### src/rtl/cp1600_instruction_decoder_defines.svh
// Assertion macros shared by the instruction decoder RTL.
`ifndef CP1600_INSTRUCTION_DECODER_DEFINES_SVH
`define CP1600_INSTRUCTION_DECODER_DEFINES_SVH

`ifndef SYNTHESIS
// Checks a property on every rising clock edge outside reset.
`define CP16_ASSERT(lbl, clk, rstn, prop) \
  lbl: assert property (@(posedge clk) disable iff (!rstn) prop) \
    else $error("decoder assertion failed");
// Checks a property on every rising clock edge, reset included.
`define CP16_ASSERT_ALWAYS(lbl, clk, prop) \
  lbl: assert property (@(posedge clk) prop) \
    else $error("decoder assertion failed");
`else
`define CP16_ASSERT(lbl, clk, rstn, prop)
`define CP16_ASSERT_ALWAYS(lbl, clk, prop)
`endif

`endif

### src/rtl/cp16dec_pkg.sv
// Types and constants of the CP1600 instruction decoder.
`timescale 1ns / 1ps
package cp16dec_pkg;

  // Opcode masks and match values.
  localparam logic [9:0] MASK_IMM_ANY = 10'h238;
  localparam logic [9:0] MASK_GROUP   = 10'h3c0;
  localparam logic [9:0] MASK_OP_HI   = 10'h3f8;
  localparam logic [9:0] OP_MVOI      = 10'h278;
  localparam logic [9:0] OP_JUMP      = 10'h004;
  localparam logic [9:0] OP_BRANCH    = 10'h200;
  localparam logic [9:0] OP_MVO       = 10'h240;
  localparam logic [9:0] OP_DIRECT    = 10'h200;
  localparam logic [1:0] JMODE_PLAIN  = 2'b11;
  localparam logic [4:0] BCOND_NOPP   = 5'h08;
  localparam logic [4:0] BCOND_ALWAYS = 5'h00;

  // Mnemonic codes, dense in decode-tree order.
  localparam logic [6:0] MN_J      = 7'd4;
  localparam logic [6:0] MN_JSR    = 7'd8;
  localparam logic [6:0] MN_JSRI   = 7'd11;
  localparam logic [6:0] MN_TCI    = 7'd12;
  localparam logic [6:0] MN_INCR   = 7'd15;
  localparam logic [6:0] MN_GSWD   = 7'd20;
  localparam logic [6:0] MN_NOP    = 7'd21;
  localparam logic [6:0] MN_SIN    = 7'd22;
  localparam logic [6:0] MN_RSWD   = 7'd23;
  localparam logic [6:0] MN_SWAP   = 7'd24;
  localparam logic [6:0] MN_TSTR   = 7'd32;
  localparam logic [6:0] MN_JR     = 7'd33;
  localparam logic [6:0] MN_MOVR   = 7'd34;
  localparam logic [6:0] MN_ADDR   = 7'd35;
  localparam logic [6:0] MN_CLRR   = 7'd39;
  localparam logic [6:0] MN_XORR   = 7'd40;
  localparam logic [6:0] MN_B      = 7'd41;
  localparam logic [6:0] MN_NOPP   = 7'd42;
  localparam logic [6:0] MN_BC     = 7'd43;
  localparam logic [6:0] MN_BNC    = 7'd50;
  localparam logic [6:0] MN_BEXT   = 7'd57;
  localparam logic [6:0] MN_MVO    = 7'd58;
  localparam logic [6:0] MN_PSHR   = 7'd59;
  localparam logic [6:0] MN_MVOI   = 7'd60;
  localparam logic [6:0] MN_MVO_AT = 7'd61;
  localparam logic [6:0] MN_MVI    = 7'd62;
  localparam logic [6:0] MN_PULR   = 7'd63;
  localparam logic [6:0] MN_MVII   = 7'd64;
  localparam logic [6:0] MN_MVI_AT = 7'd65;
  localparam logic [6:0] MN_ADD    = 7'd66;

  // Operand kinds.
  typedef enum logic [2:0] {
    KIND_NONE = 3'd0,
    KIND_REG  = 3'd1,
    KIND_ADDR = 3'd2,
    KIND_IMM  = 3'd3,
    KIND_TWO  = 3'd4,
    KIND_E    = 3'd5
  } kind_e;

  // One instruction as it arrives.
  typedef struct packed {
    logic [15:0] instr_address;
    logic        double_byte_prefix;
    logic [9:0]  first_word;
    logic [15:0] second_word;
    logic [15:0] third_word;
  } in_item_t;

  // One decoded instruction.
  typedef struct packed {
    logic [6:0]  mnemonic;
    logic [1:0]  word_count;
    logic [2:0]  first_kind;
    logic [15:0] first_value;
    logic [2:0]  second_kind;
    logic [15:0] second_value;
    logic        target_valid;
    logic [15:0] target_address;
  } out_item_t;

  // Middle stage: opcode and second word plus the precomputed addresses, immediate and length.
  typedef struct packed {
    logic [9:0]  first_word;
    logic [15:0] second_word;
    logic [15:0] imm;
    logic [15:0] jump_addr;
    logic [15:0] branch_addr;
    logic [1:0]  word_count;
  } pre_t;

endpackage

### src/rtl/cp16dec_stream_if.sv
// Valid/ready channel carrying one payload item per transfer.
`timescale 1ns / 1ps
interface cp16dec_stream_if #(
  parameter type payload_t = logic
) ();
  logic     valid;
  logic     ready;
  payload_t payload;

  modport source (output valid, output payload, input ready);
  modport sink (input valid, input payload, output ready);
endinterface

### src/rtl/cp16dec_decode.sv
// Operand and mnemonic decode of one prepared instruction.
`timescale 1ns / 1ps
module cp16dec_decode
  import cp16dec_pkg::*;
(
  input  pre_t      pre_i,
  output out_item_t result_o
);

  logic [3:0]  i1;
  logic [2:0]  i2;
  logic [2:0]  i3;
  logic [4:0]  bcond;
  logic [3:0]  bsel;
  logic [6:0]  grp;
  logic [6:0]  grp_base;
  logic [6:0]  mn;
  kind_e       k1;
  kind_e       k2;
  logic [15:0] v1;
  logic [15:0] v2;
  logic        tv;
  logic [15:0] tgt;

  assign i1    = pre_i.first_word[9:6];
  assign i2    = pre_i.first_word[5:3];
  assign i3    = pre_i.first_word[2:0];
  assign bcond = pre_i.first_word[4:0];
  assign bsel  = pre_i.first_word[3:0];

  // Base mnemonic of the ADD..XOR groups: three codes per group.
  assign grp      = {3'd0, i1} - 7'd11;
  assign grp_base = MN_ADD + (grp << 1) + grp;

  // Decode tree over the opcode fields.
  always_comb begin
    mn  = '0;
    k1  = KIND_NONE;
    k2  = KIND_NONE;
    v1  = '0;
    v2  = '0;
    tv  = 1'b0;
    tgt = '0;
    case (i1)
      4'd0: begin
        if (i2 == 3'd0) begin
          if (i3 < 3'd4) begin
            mn = {4'd0, i3};
          end else if (i3 == 3'd4) begin
            tv  = 1'b1;
            tgt = pre_i.jump_addr;
            if (pre_i.second_word[9:8] == JMODE_PLAIN) begin
              mn = MN_J + {5'd0, pre_i.second_word[1:0]};
              k1 = KIND_ADDR;
              v1 = pre_i.jump_addr;
            end else begin
              mn = MN_JSR + {5'd0, pre_i.second_word[1:0]};
              k1 = KIND_REG;
              v1 = {14'd1, pre_i.second_word[9:8]};
              k2 = KIND_ADDR;
              v2 = pre_i.jump_addr;
            end
          end else begin
            mn = MN_TCI + {4'd0, i3} - 7'd5;
          end
        end else if (i2 <= 3'd5) begin
          mn = MN_INCR + {4'd0, i2} - 7'd1;
          k1 = KIND_REG;
          v1 = {13'd0, i3};
        end else if (i2 == 3'd6) begin
          if (!i3[2]) begin
            mn = MN_GSWD;
            k1 = KIND_REG;
            v1 = {14'd0, i3[1:0]};
          end else begin
            mn = i3[1] ? MN_SIN : MN_NOP;
            if (i3[0]) k1 = KIND_TWO;
          end
        end else begin
          mn = MN_RSWD;
          k1 = KIND_REG;
          v1 = {13'd0, i3};
        end
      end
      4'd1: begin
        mn = MN_SWAP + {4'd0, i2};
        k1 = KIND_REG;
        v1 = {14'd0, i3[1:0]};
        if (i3[2]) k2 = KIND_TWO;
      end
      4'd2: begin
        k1 = KIND_REG;
        v1 = {13'd0, i2};
        if (i2 == i3) begin
          mn = MN_TSTR;
        end else if (i3 == 3'd7) begin
          mn = MN_JR;
        end else begin
          mn = MN_MOVR;
          k2 = KIND_REG;
          v2 = {13'd0, i3};
        end
      end
      4'd3, 4'd4, 4'd5, 4'd6: begin
        mn = MN_ADDR + {3'd0, i1} - 7'd3;
        k1 = KIND_REG;
        v1 = {13'd0, i2};
        k2 = KIND_REG;
        v2 = {13'd0, i3};
      end
      4'd7: begin
        k1 = KIND_REG;
        if (i2 == i3) begin
          mn = MN_CLRR;
          v1 = {13'd0, i3};
        end else begin
          mn = MN_XORR;
          v1 = {13'd0, i2};
          k2 = KIND_REG;
          v2 = {13'd0, i3};
        end
      end
      4'd8: begin
        if (bcond == BCOND_NOPP) begin
          mn = MN_NOPP;
        end else begin
          tv  = 1'b1;
          tgt = pre_i.branch_addr;
          k1  = KIND_ADDR;
          v1  = pre_i.branch_addr;
          if (bcond == BCOND_ALWAYS) begin
            mn = MN_B;
          end else if (!bcond[4]) begin
            // Plain conditions first, then their negated forms.
            if (!bsel[3]) mn = MN_BC + {4'd0, bsel[2:0]} - 7'd1;
            else          mn = MN_BNC + {3'd0, bsel} - 7'd9;
          end else begin
            mn = MN_BEXT;
            k2 = KIND_E;
          end
        end
      end
      4'd9: begin
        k1 = KIND_REG;
        v1 = {13'd0, i3};
        if (i2 == 3'd0) begin
          mn = MN_MVO;
          k2 = KIND_ADDR;
          v2 = pre_i.second_word;
        end else if (i2 == 3'd6) begin
          mn = MN_PSHR;
        end else if (i2 == 3'd7) begin
          mn = MN_MVOI;
          k2 = KIND_IMM;
          v2 = pre_i.imm;
        end else begin
          mn = MN_MVO_AT;
          k2 = KIND_REG;
          v2 = {13'd0, i2};
        end
      end
      4'd10: begin
        if (i2 == 3'd6) begin
          mn = MN_PULR;
          k1 = KIND_REG;
          v1 = {13'd0, i3};
        end else begin
          k2 = KIND_REG;
          v2 = {13'd0, i3};
          if (i2 == 3'd0) begin
            mn = MN_MVI;
            k1 = KIND_ADDR;
            v1 = pre_i.second_word;
          end else if (i2 == 3'd7) begin
            mn = MN_MVII;
            k1 = KIND_IMM;
            v1 = pre_i.imm;
          end else begin
            mn = MN_MVI_AT;
            k1 = KIND_REG;
            v1 = {13'd0, i2};
          end
        end
      end
      default: begin
        k2 = KIND_REG;
        v2 = {13'd0, i3};
        if (i2 == 3'd0) begin
          mn = grp_base;
          k1 = KIND_ADDR;
          v1 = pre_i.second_word;
        end else if (i2 == 3'd7) begin
          mn = grp_base + 7'd1;
          k1 = KIND_IMM;
          v1 = pre_i.imm;
        end else begin
          mn = grp_base + 7'd2;
          k1 = KIND_REG;
          v1 = {13'd0, i2};
        end
      end
    endcase
  end

  assign result_o.mnemonic       = mn;
  assign result_o.word_count     = pre_i.word_count;
  assign result_o.first_kind     = k1;
  assign result_o.first_value    = v1;
  assign result_o.second_kind    = k2;
  assign result_o.second_value   = v2;
  assign result_o.target_valid   = tv;
  assign result_o.target_address = tgt;

endmodule

### src/rtl/cp1600_instruction_decoder.sv
// CP1600 instruction decoder: three register stages, one instruction per cycle.
// The result passes through all three register stages before it shows valid.
// Throughput: one instruction per cycle unless the output stalls; stages are input capture, target and
// immediate arithmetic, and operand decode into the output register.
// A stalled output holds its stage; upstream stages keep filling any bubble.
// Reset clears all stage valid bits; payload registers are not reset.
`timescale 1ns / 1ps
`include "cp1600_instruction_decoder_defines.svh"
module cp1600_instruction_decoder
  import cp16dec_pkg::*;
(
  input logic                clk_i,
  input logic                rst_ni,
  cp16dec_stream_if.sink     item_i,
  cp16dec_stream_if.source   result_o
);

  logic      s1_valid_q, s2_valid_q, s3_valid_q;
  logic      s1_ready, s2_ready, s3_ready;
  in_item_t  s1_q;
  pre_t      s2_d, s2_q;
  out_item_t s3_d, s3_q;
  logic      s3_flow_mn;

  // A stage can load when it is empty or its content moves on.
  assign s3_ready     = !s3_valid_q || result_o.ready;
  assign s2_ready     = !s2_valid_q || s3_ready;
  assign s1_ready     = !s1_valid_q || s2_ready;
  assign item_i.ready = s1_ready;

  // Word count from the opcode class.
  function automatic logic [1:0] length_of(logic [9:0] op, logic dbd);
    logic [1:0] len;
    if (op == OP_JUMP)                        len = 2'd3;
    else if ((op & MASK_GROUP) == OP_BRANCH)  len = 2'd2;
    else if ((op & MASK_OP_HI) == OP_MVO)     len = 2'd2;
    else if ((op & MASK_OP_HI) == OP_MVOI)    len = 2'd2;
    else if ((op & MASK_IMM_ANY) == OP_DIRECT) len = 2'd2;
    else if ((op & MASK_IMM_ANY) == MASK_IMM_ANY) len = {1'b1, dbd};
    else                                      len = 2'd1;
    return len;
  endfunction

  // Stage two: jump and branch targets, immediate assembly and length.
  always_comb begin
    s2_d.first_word  = s1_q.first_word;
    s2_d.second_word = s1_q.second_word;
    s2_d.imm         = s1_q.double_byte_prefix
                       ? {s1_q.third_word[7:0], s1_q.second_word[7:0]}
                       : s1_q.second_word;
    s2_d.jump_addr   = {s1_q.second_word[7:2], s1_q.third_word[9:0]};
    // Displacement sign is opcode bit 5.
    s2_d.branch_addr = s1_q.first_word[5]
                       ? s1_q.instr_address + 16'd1 - s1_q.second_word
                       : s1_q.instr_address + 16'd2 + s1_q.second_word;
    s2_d.word_count  = length_of(s1_q.first_word, s1_q.double_byte_prefix);
  end

  // Stage three: operand decode.
  cp16dec_decode u_decode (
    .pre_i    (s2_q),
    .result_o (s3_d)
  );

  // Valid bits of the three stages.
  always_ff @(posedge clk_i or negedge rst_ni) begin
    if (!rst_ni) begin
      s1_valid_q <= 1'b0;
      s2_valid_q <= 1'b0;
      s3_valid_q <= 1'b0;
    end else begin
      if (s1_ready) s1_valid_q <= item_i.valid;
      if (s2_ready) s2_valid_q <= s1_valid_q;
      if (s3_ready) s3_valid_q <= s2_valid_q;
    end
  end

  // Stage payloads load only with a valid item behind them.
  always_ff @(posedge clk_i) begin
    if (s1_ready && item_i.valid) s1_q <= item_i.payload;
    if (s2_ready && s1_valid_q)   s2_q <= s2_d;
    if (s3_ready && s2_valid_q)   s3_q <= s3_d;
  end

  assign result_o.valid   = s3_valid_q;
  assign result_o.payload = s3_q;

  // Mnemonics of jumps and taken-form branches.
  assign s3_flow_mn = (s3_q.mnemonic >= MN_J && s3_q.mnemonic <= MN_JSRI) ||
                      (s3_q.mnemonic == MN_B) ||
                      (s3_q.mnemonic >= MN_BC && s3_q.mnemonic <= MN_BEXT);

  // A blocked first stage keeps its item unchanged.
  `CP16_ASSERT(a_s1_hold, clk_i, rst_ni, s1_valid_q && !s2_ready |=> s1_valid_q && $stable(s1_q))
  // Only jumps and taken-form branches carry a target.
  `CP16_ASSERT(a_target_mn, clk_i, rst_ni, s3_valid_q && s3_q.target_valid |-> s3_flow_mn)
  // Every result has a nonzero length.
  `CP16_ASSERT(a_len_nonzero, clk_i, rst_ni, s3_valid_q |-> s3_q.word_count != 2'd0)
  // Reset leaves the pipeline empty on the next edge.
  `CP16_ASSERT_ALWAYS(a_reset_empty, clk_i, !rst_ni |=> !s1_valid_q && !s2_valid_q && !s3_valid_q)

endmodule

### src/flat_wrapper.sv
// flat-port wrapper written by rule: the top's interface ports become plain ports
module cp1600_instruction_decoder_flat import cp16dec_pkg::*;
  (clk_i, rst_ni, item_i_valid, item_i_payload, item_i_ready, result_o_valid, result_o_payload, result_o_ready);
  cp16dec_stream_if #(.payload_t(in_item_t)) item_i_i ();
  cp16dec_stream_if #(.payload_t(out_item_t)) result_o_i ();
  input logic clk_i;
  input logic rst_ni;
  input wire logic [$bits(item_i_i.valid)-1:0] item_i_valid;
  input wire logic [$bits(item_i_i.payload)-1:0] item_i_payload;
  output wire logic [$bits(item_i_i.ready)-1:0] item_i_ready;
  output wire logic [$bits(result_o_i.valid)-1:0] result_o_valid;
  output wire logic [$bits(result_o_i.payload)-1:0] result_o_payload;
  input wire logic [$bits(result_o_i.ready)-1:0] result_o_ready;
  assign item_i_i.valid = item_i_valid;
  assign item_i_i.payload = item_i_payload;
  assign item_i_ready = item_i_i.ready;
  assign result_o_valid = result_o_i.valid;
  assign result_o_payload = result_o_i.payload;
  assign result_o_i.ready = result_o_ready;
  cp1600_instruction_decoder u_core (.clk_i(clk_i), .rst_ni(rst_ni), .item_i(item_i_i), .result_o(result_o_i));
endmodule
### config.mk
export PLATFORM = sky130hd
export DESIGN_NAME = cp1600_instruction_decoder_flat
export DESIGN_NICKNAME = d
export VERILOG_FILES = /design/src/rtl/cp16dec_pkg.sv /design/src/rtl/cp16dec_stream_if.sv /design/src/rtl/cp16dec_decode.sv /design/src/rtl/cp1600_instruction_decoder.sv /design/src/flat_wrapper.sv
export VERILOG_INCLUDE_DIRS = /design/src /design/src/rtl
export SDC_FILE = /design/constraint.sdc
export NUM_CORES = 1
export LEC_CHECK = 0
export BUFFER_PORTS_ARGS = -buffer_cell sky130_fd_sc_hd__buf_2
export CAP_MARGIN = 20
export CORE_UTILIZATION = 23
export DETAILED_ROUTE_END_ITERATION = 12
export GPL_TIMING_DRIVEN = 1
export PLACE_DENSITY = 0.43
export SLEW_MARGIN = 30
export SYNTH_ARGS = -nofsm -noshare
export SYNTH_HDL_FRONTEND = slang
export SYNTH_SLANG_ARGS = --single-unit
### constraint.sdc
create_clock -name clk_i -period 8.7 [get_ports clk_i]
set_input_delay 0.435 -clock clk_i [delete_from_list [all_inputs] [get_ports clk_i]]
set_output_delay 0.435 -clock clk_i [all_outputs]
set_load 0.005 [all_outputs]
==> results of run 1 <==
per-stage QoR:
step	worst slack, ns	std cells	instance area [sq um]	utilization
global placement	5.11	1552	11400	0.263
global route	4.99	1587	12000	0.278
detailed placement	5.11	1554	11400	0.264
finish	5.30	1587	12000	0.278
CTS	5.09	1587	12000	0.278
floorplan	5.71	874	10100	-
sequential cells by signal, summed over array words and instances, names as in the netlist:
name                     flops
u_core.s2_valid_q            1
u_core.s1_q                 53
u_core.s1_valid_q            1
u_core.result_o.valid        1
u_core.result_o.payload     64
u_core.s2_q                 62
Yosys cell counts, drive strengths merged (7+ instances only):
cell type | number | area share
edfxtp | 179 | 0.53
ha | 83 | 0.10
o21ai | 71 | 0.036
nand2 | 58 | 0.022
a21oi | 55 | 0.027
inv | 54 | 0.020
nor2 | 47 | 0.017
clkbuf | 25 | 0.0093
xnor2 | 24 | 0.021
a22o | 21 | 0.018
nand3 | 21 | 0.010
nand2b | 16 | 0.0099
buf | 15 | 0.0092
xor2 | 15 | 0.013
nor3 | 11 | 0.0071
a22oi | 10 | 0.0074
nor2b | 10 | 0.0062
o2bb2ai | 10 | 0.0087
a21o | 9 | 0.0067
a31oi | 9 | 0.0062
o211ai | 9 | 0.0067
and3 | 8 | 0.0049
a221o | 7 | 0.0069
and2 | 7 | 0.0043
mux2i | 7 | 0.0069
power by group through the flow:
stage / Clock, mW / Sequential (mW) / Combinational [mW]
after floorplan: 0 / 1.14 / 0.373
after global placement: 0 / 1.17 / 0.546
after detailed placement: 0 / 1.17 / 0.549
after CTS: 0.858 / 1.15 / 0.554
after global routing: 0.888 / 1.16 / 0.623
final: 0.833 / 1.15 / 0.548
repair_timing:
item / in CTS / in global routing
endpoints found under the hold margin: 3 / 0
setup endpoints to repair: 0 / 0
hold buffers: 1 / 0
metal layers:
layer	routed length (um)	part of all wire	vias up	track usage
met1	14100	0.47	3522	0.186
li1	-	-	3514	-
met3	1470	0.049	30	0.0280
met5	0	0	-	0
met4	485	0.016	0	0.0372
met2	13700	0.46	204	0.220
layout make-up:
| type | instances | area [sq um] | area share |
|---|---|---|---|
| Tap cell | 585 | 732 | 0.0607 |
| Clock inverter | 14 | 188 | 0.0156 |
| Inverter | 57 | 214 | 0.0178 |
| Multi-Input combinational cell | 595 | 4290 | 0.356 |
| Clock buffer | 18 | 429 | 0.0356 |
| Timing Repair Buffer | 136 | 746 | 0.0619 |
| Sequential cell | 182 | 5450 | 0.452 |
worst max path at each step:
stage	startpoint	depth (start not counted)	slack, ns	end
2_1_floorplan	u_core.s2_q[72]	13	5.71	u_core.result_o.payload[63]
3_3_place_gp	u_core.s2_q[72]	9	5.11	u_core.result_o.payload[40]
3_5_place_dp	u_core.s2_q[72]	9	5.11	u_core.result_o.payload[41]
4_1_cts	u_core.s2_q[72]	9	5.09	u_core.result_o.payload[39]
5_1_grt	u_core.s2_q[72]	12	4.99	u_core.result_o.payload[63]
6_report	u_core.s2_q[72]	12	5.30	u_core.result_o.payload[63]
worst max-delay path, stage by stage, from the launching register on:
cell,delay (ns)
edfxtp_1,0.54
ha_1,0.33
xnor2_1,0.34
ha_1,0.30
ha_1,0.20
inv_1,0.07
fa_1,0.46
nor2b_1,0.14
o2111ai_1,0.16
nor2_1,0.14
nand2_1,0.07
xnor2_1,0.22
o22ai_1,0.12
cells in the final DEF, fill, tap and decap left out, drive strengths merged, types with 4 or more instances in the layout:
| cell type | instances |
|---|---|
| nor4 | 6 |
| edfxtp | 179 |
| o31ai | 5 |
| nand2b | 16 |
| a21oi | 55 |
| clkbuf | 18 |
| xor2 | 15 |
| o21a | 5 |
| nand2 | 58 |
| mux2i | 7 |
| o211ai | 9 |
| nor3 | 11 |
| o21ai | 71 |
| xnor2 | 24 |
| o22ai | 4 |
| inv | 61 |
| nand3b | 5 |
| and3 | 8 |
| a22oi | 10 |
| nor2 | 47 |
| a21o | 9 |
| nand3 | 21 |
| buf | 135 |
| o2bb2ai | 10 |
| and2 | 7 |
| ha | 83 |
| a22o | 21 |
| o2111ai | 4 |
| clkinv | 6 |
| or2 | 5 |
| nor2b | 10 |
| nand4 | 6 |
| a221o | 7 |
| a31oi | 9 |
cell families (layout without fill, tap and decap cells):
family | after synthesis | in the layout | synth area share
XOR/XNOR | 39 | 39 | 0.0338
adder cells (fa/ha/maj) | 86 | 86 | 0.109
buffers and inverters | 97 | 225 | 0.0396
multiplexers | 10 | 10 | 0.0103
flip-flops | 182 | 182 | 0.539
AO/OA/AOI/OAI | 251 | 251 | 0.165
AND/OR/NAND/NOR | 209 | 209 | 0.104
==> flow_metrics.env, run 1 <==
export IMPL_outcome="complete, no violations"
export IMPL_synth_edf_count=179
export IMPL_holdWs_ns=0.162
export IMPL_cts_resized=0
export IMPL_vias=7270
export IMPL_die_area_sq_um=44800
export IMPL_fin_nets=1138
export IMPL_dr_first_iter_drc_count=600
export IMPL_seq_area_frac_synth=0.539
export IMPL_r2r_end="u_core.result_o.payload[63]"
export IMPL_path_clk_slew_ns=0.08
export IMPL_ant_nets=0
export IMPL_min_path_cells=1
export IMPL_clock_path_buffers=2
export IMPL_finalWirelength_mm=29.8
export IMPL_mappedNetlistNets=1023
export IMPL_slew_headroom=0.368
export IMPL_syn_to_final_growth_pct=19.1
export IMPL_die_h_um=212
export IMPL_boundaryPins=129
export IMPL_holdCritStartpoint="item_i_payload[48]"
export IMPL_via_per_inst=4.58
export IMPL_cts_made_buffers=17
export IMPL_synth_main_ff_cell="edfxtp_1"
export IMPL_final_setup_tns_ns=0
export IMPL_grt_pass1_vias=7163
export IMPL_start_kind="flop"
export IMPL_skew_ns=0.0148
export IMPL_htree_levels=4
export IMPL_reg2reg_setup_slack_ns=5.30
export IMPL_internal_power_mw=1.77
export IMPL_die_w_um=212
export IMPL_row_count=76
export IMPL_min_period_over_period=0.391
export IMPL_cts_setup_buffers=0
export IMPL_ys_seq_elements=182
export IMPL_finalPower_mw=2.53
export IMPL_start_util=0.234
export IMPL_irDropWorstVdd_mv=0.123
export IMPL_place_hpwl_mm=22.1
export IMPL_drv_cap=0
export IMPL_rr_worst_depth=12
export IMPL_yosysWarnings=0
export IMPL_critical_path_arrival_ns=3.54
export IMPL_n_antenna_cell=0
export IMPL_hold_path_class="in -> reg"
export IMPL_clk_latency_ns=0.45
export IMPL_gp_congestion=0.880
export IMPL_synth_cell_types=70
export IMPL_synth_area_sq_um=10100
export IMPL_port_buffers=122
export IMPL_core_area_sq_um=43300
export IMPL_fillers=4556
export IMPL_grt_usage=0.137
export IMPL_grt_max_degree=65
export IMPL_path_class="reg -> reg"
export IMPL_antenna_found_initial=1
export IMPL_grt_first_pass_wirelength_mm=45.1
export IMPL_grt_ovfl_total=0
export IMPL_power_leakage_nw=4.70
export IMPL_cts_root_buf="clkbuf_16"
export IMPL_setup_viol=0
export IMPL_r2r_start="u_core.s2_q[72]"
export IMPL_max_freq_ghz=0.294
export IMPL_powerDensity_nw_per_um2=210
export IMPL_syn_instance_count=874
export IMPL_cp_end_kind="flop"
export IMPL_avgSynthCellArea_sq_um=11.6
export IMPL_drcViolationCount=0
export IMPL_holdPathEnd="u_core.s1_q[48]"
export IMPL_rsz0062_at_grt="false"
export IMPL_cp_required_ns=8.85
export IMPL_routedWlPerCell_um=18.8
export IMPL_async_flop_share=0.0165
export IMPL_power_frac_comb=0.216
export IMPL_worstMarginPinSlew_ns=0.949
export IMPL_switching_share=0.303
export IMPL_cts_sinks=182
export IMPL_dr_pass1_iters=5
export IMPL_power_switching_mw=0.766
export IMPL_crit_fanout=9
export IMPL_drv_slew=0
export IMPL_finalCriticalPeriod_ns=3.40
export IMPL_drive_above_1_share=0.184
export IMPL_finalHoldViolCount=0
export IMPL_p_seq_frac=0.454
export IMPL_cts_tree="yes"
export IMPL_p_clk_frac=0.329
Power figures use the tool's default switching activity.
==> run 2, diff against run 1 <==
- ABC_AREA: not set -> 1
- PLACE_DENSITY: 0.43 -> 0.44
- clock period: 8.7 -> 3 ns (I/O delays scaled with it)
==> flow_metrics.env, run 2 <==
export IMPL_die_h_um=218
export IMPL_synth_edf_count=179
export IMPL_powerDensity_nw_per_um2=646
export IMPL_switching_share=0.363
export IMPL_cts_tree="yes"
export IMPL_path_class="reg -> reg"
export IMPL_async_flop_share=0.0165
export IMPL_dr_pass1_iters=5
export IMPL_cts_sinks=182
export IMPL_rsz0062_at_grt="false"
export IMPL_ys_seq_elements=182
export IMPL_power_switching_mw=3.15
export IMPL_final_setup_tns_ns=0
export IMPL_place_area_sq_um=12200
export IMPL_finalHoldViolCount=0
export IMPL_largest_reg_flops=64
export IMPL_start_kind="flop"
export IMPL_multi_input_area_sq_um=4550
export IMPL_synth_top_cell_area_share=0.499
export IMPL_hold_path_class="in -> reg"
export IMPL_clock_path_buffers=2
export IMPL_die_area_sq_um=47700
export IMPL_cts_made_buffers=17
export IMPL_dp_cells=1903
export IMPL_boundaryPins=129
export IMPL_place_hpwl_mm=25.1
export IMPL_synth_area_sq_um=10800
export IMPL_dr_first_iter_drc_count=505
export IMPL_drcViolationCount=0
export IMPL_cts_root_buf="clkbuf_16"
export IMPL_gp_congestion=0.918
export IMPL_grt_pass1_vias=8098
export IMPL_drv_slew=0
export IMPL_fin_area_sq_um=13400
export IMPL_path_clk_slew_ns=0.08
export IMPL_vias=8430
export IMPL_grt_usage=0.135
export IMPL_cp_required_ns=3.22
export IMPL_port_buffers=122
export IMPL_mappedNetlistNets=1328
export IMPL_synth_main_ff_cell="edfxtp_1"
export IMPL_setup_viol=0
export IMPL_antenna_found_initial=0
export IMPL_regArea_sq_um=5450
export IMPL_power_frac_comb=0.316
export IMPL_ant_nets=0
export IMPL_yosysWarnings=0
export IMPL_worstMarginPinSlew_ns=0.650
export IMPL_drv_cap=0
export IMPL_fin_nets=1529
export IMPL_p_clk_frac=0.264
export IMPL_yosys_area_top_type="edfxtp_1"
export IMPL_internal_power_mw=5.52
export IMPL_core_area_sq_um=45800
export IMPL_min_period_over_period=0.940
export IMPL_seq_area_frac_synth=0.506
export IMPL_syn_to_final_growth_pct=24.7
export IMPL_start_util=0.235
export IMPL_synth_cell_types=46
export IMPL_synth_most_common_cell="nand2_1"
export IMPL_slowest_delay_ns=0.44
export IMPL_cp_slowest_cell="fa_1"
export IMPL_final_common_cell="nand2_1"
export IMPL_synth_commonest_cells="nand2_1, edfxtp_1, inv_1"
export IMPL_grt_max_degree=63
export IMPL_fin_cells=1993
export IMPL_power_leakage_nw=6.21
export IMPL_holdWs_ns=0.391
export IMPL_final_cell_mix="nand2_1, edfxtp_1, inv_1, buf_2, nand3_1"
export IMPL_skew_ns=0.0143
export IMPL_outcome="complete, no violations"
export IMPL_routedWlPerCell_um=15.8
export IMPL_n_antenna_cell=0
export IMPL_clk_latency_ns=0.47
export IMPL_cp_end_kind="flop"
export IMPL_via_per_inst=4.23
export IMPL_fillers=4818
export IMPL_p_seq_frac=0.421
export IMPL_avgSynthCellArea_sq_um=9.13
export IMPL_grt_first_pass_wirelength_mm=47.8
export IMPL_htree_levels=4
export IMPL_row_count=78
export IMPL_die_w_um=218
export IMPL_syn_instance_count=1179
export IMPL_path_cells="buf_4, inv_1, ha_1, ha_1, ha_1, inv_1, fa_1, inv_1, nand2_1, a21oi_2, nand3_1, nor2_1, nand3_1, nand3_1, nand2_1"
export IMPL_finalWirelength_mm=31.4
export IMPL_irDropWorstVdd_mv=0.420
export IMPL_finalCriticalPeriod_ns=2.82
export IMPL_synth_area_top_cells="edfxtp_1, nand2_1, ha_1, inv_1, nand3_1"
export IMPL_critical_path_arrival_ns=3.04
export IMPL_crit_fanout=4
export IMPL_max_freq_ghz=0.354
export IMPL_drive_above_1_share=0.172
export IMPL_slew_headroom=0.565
export IMPL_grt_ovfl_total=0
[run 2: cell types whose count changed in the layout (fill, tap and decap cells not counted), sizes merged, moves of 12 or more]
cell,previous run,this run
nand3,21,115
nand2b,16,0
nor2,47,79
a22o,21,6
o21ai,71,56
nand2,58,352
xnor2,24,3
inv,61,179
a21oi,55,32
dlygate4sd3,1,57
nand4,6,26
buf,135,147
[run 2: area by class of cell]
cell class | instances | share of cell area
Clock buffer | 17 | 0.0317
Timing Repair Buffer | 204 | 0.105
Inverter | 174 | 0.0488
Multi-Input combinational cell | 801 | 0.339
Tap cell | 600 | 0.0559
Sequential cell | 182 | 0.406
Clock inverter | 15 | 0.0134
[run 2: cells by family after synthesis]
logic type               count (synthesis)  synth area share
AO/OA/AOI/OAI                          111            0.0593
XOR/XNOR                                 8           0.00651
adder cells (fa/ha/maj)                 86             0.102
buffers and inverters                  196            0.0726
flip-flops                             182             0.506
multiplexers                             1          0.000930
AND/OR/NAND/NOR                        595             0.252
[run 2: metal layers]
metal	wire, um	GRT usage	share of wire
met5	0	0	0
met4	608	0.0464	0.019
met3	947	0.0209	0.030
met2	14000	0.210	0.45
met1	15900	0.189	0.51
[run 2: per-stage QoR]
step,utilization,setup slack (ns),total power [mW]
finish,0.293,0.179,8.67
global route,0.293,0.000473,9.26
CTS,0.293,0.120,8.79
detailed placement,0.267,0.126,6.41
global placement,0.267,0.139,6.39
floorplan,-,0.199,5.39
[run 2: repair_timing]
item,in CTS,in global routing
hold buffers,57,0
hold endpoints to repair,58,0
resized for setup,0,3
setup endpoints to repair,0,2
buffers inserted,0,1
[run 2: final timing paths]
| kind | depth (start not counted) | from | slack [ns] | endpoint |
|---|---|---|---|---|
| setup / recovery | 15 | u_core.s2_q[72] | 0.18 | u_core.result_o.payload[63] |
| hold / removal | 2 | item_i_payload[49] | 0.39 | u_core.s1_q[49] |
| setup reg to reg | 15 | u_core.s2_q[72] | 0.18 | u_core.result_o.payload[63] |
| hold reg to reg | 0 | u_core.s2_q[0] | 0.42 | u_core.result_o.payload[55] |
| max in group asynchronous | 3 | rst_ni | 2.30 | u_core.s2_valid_q |
| min in group asynchronous | 3 | rst_ni | 0.55 | u_core.result_o.valid |
[run 2: critical path: cells and delay by family (launching register included)]
kind | cells | cell delay [ns]
buffers and inverters | 4 | 0.36
AND/OR/NAND/NOR | 6 | 0.50
AO/OA/AOI/OAI | 1 | 0.12
flip-flops | 1 | 0.42
adder cells (fa/ha/maj) | 4 | 1.20
[run 2: power by group through the flow]
stage	Clock [mW]	Sequential, mW	Combinational (mW)
after floorplan	0	3.67	1.72
after global placement	0	3.72	2.68
after detailed placement	0	3.72	2.69
after CTS	2.37	3.66	2.76
after global routing	2.47	3.69	3.09
final	2.29	3.65	2.74
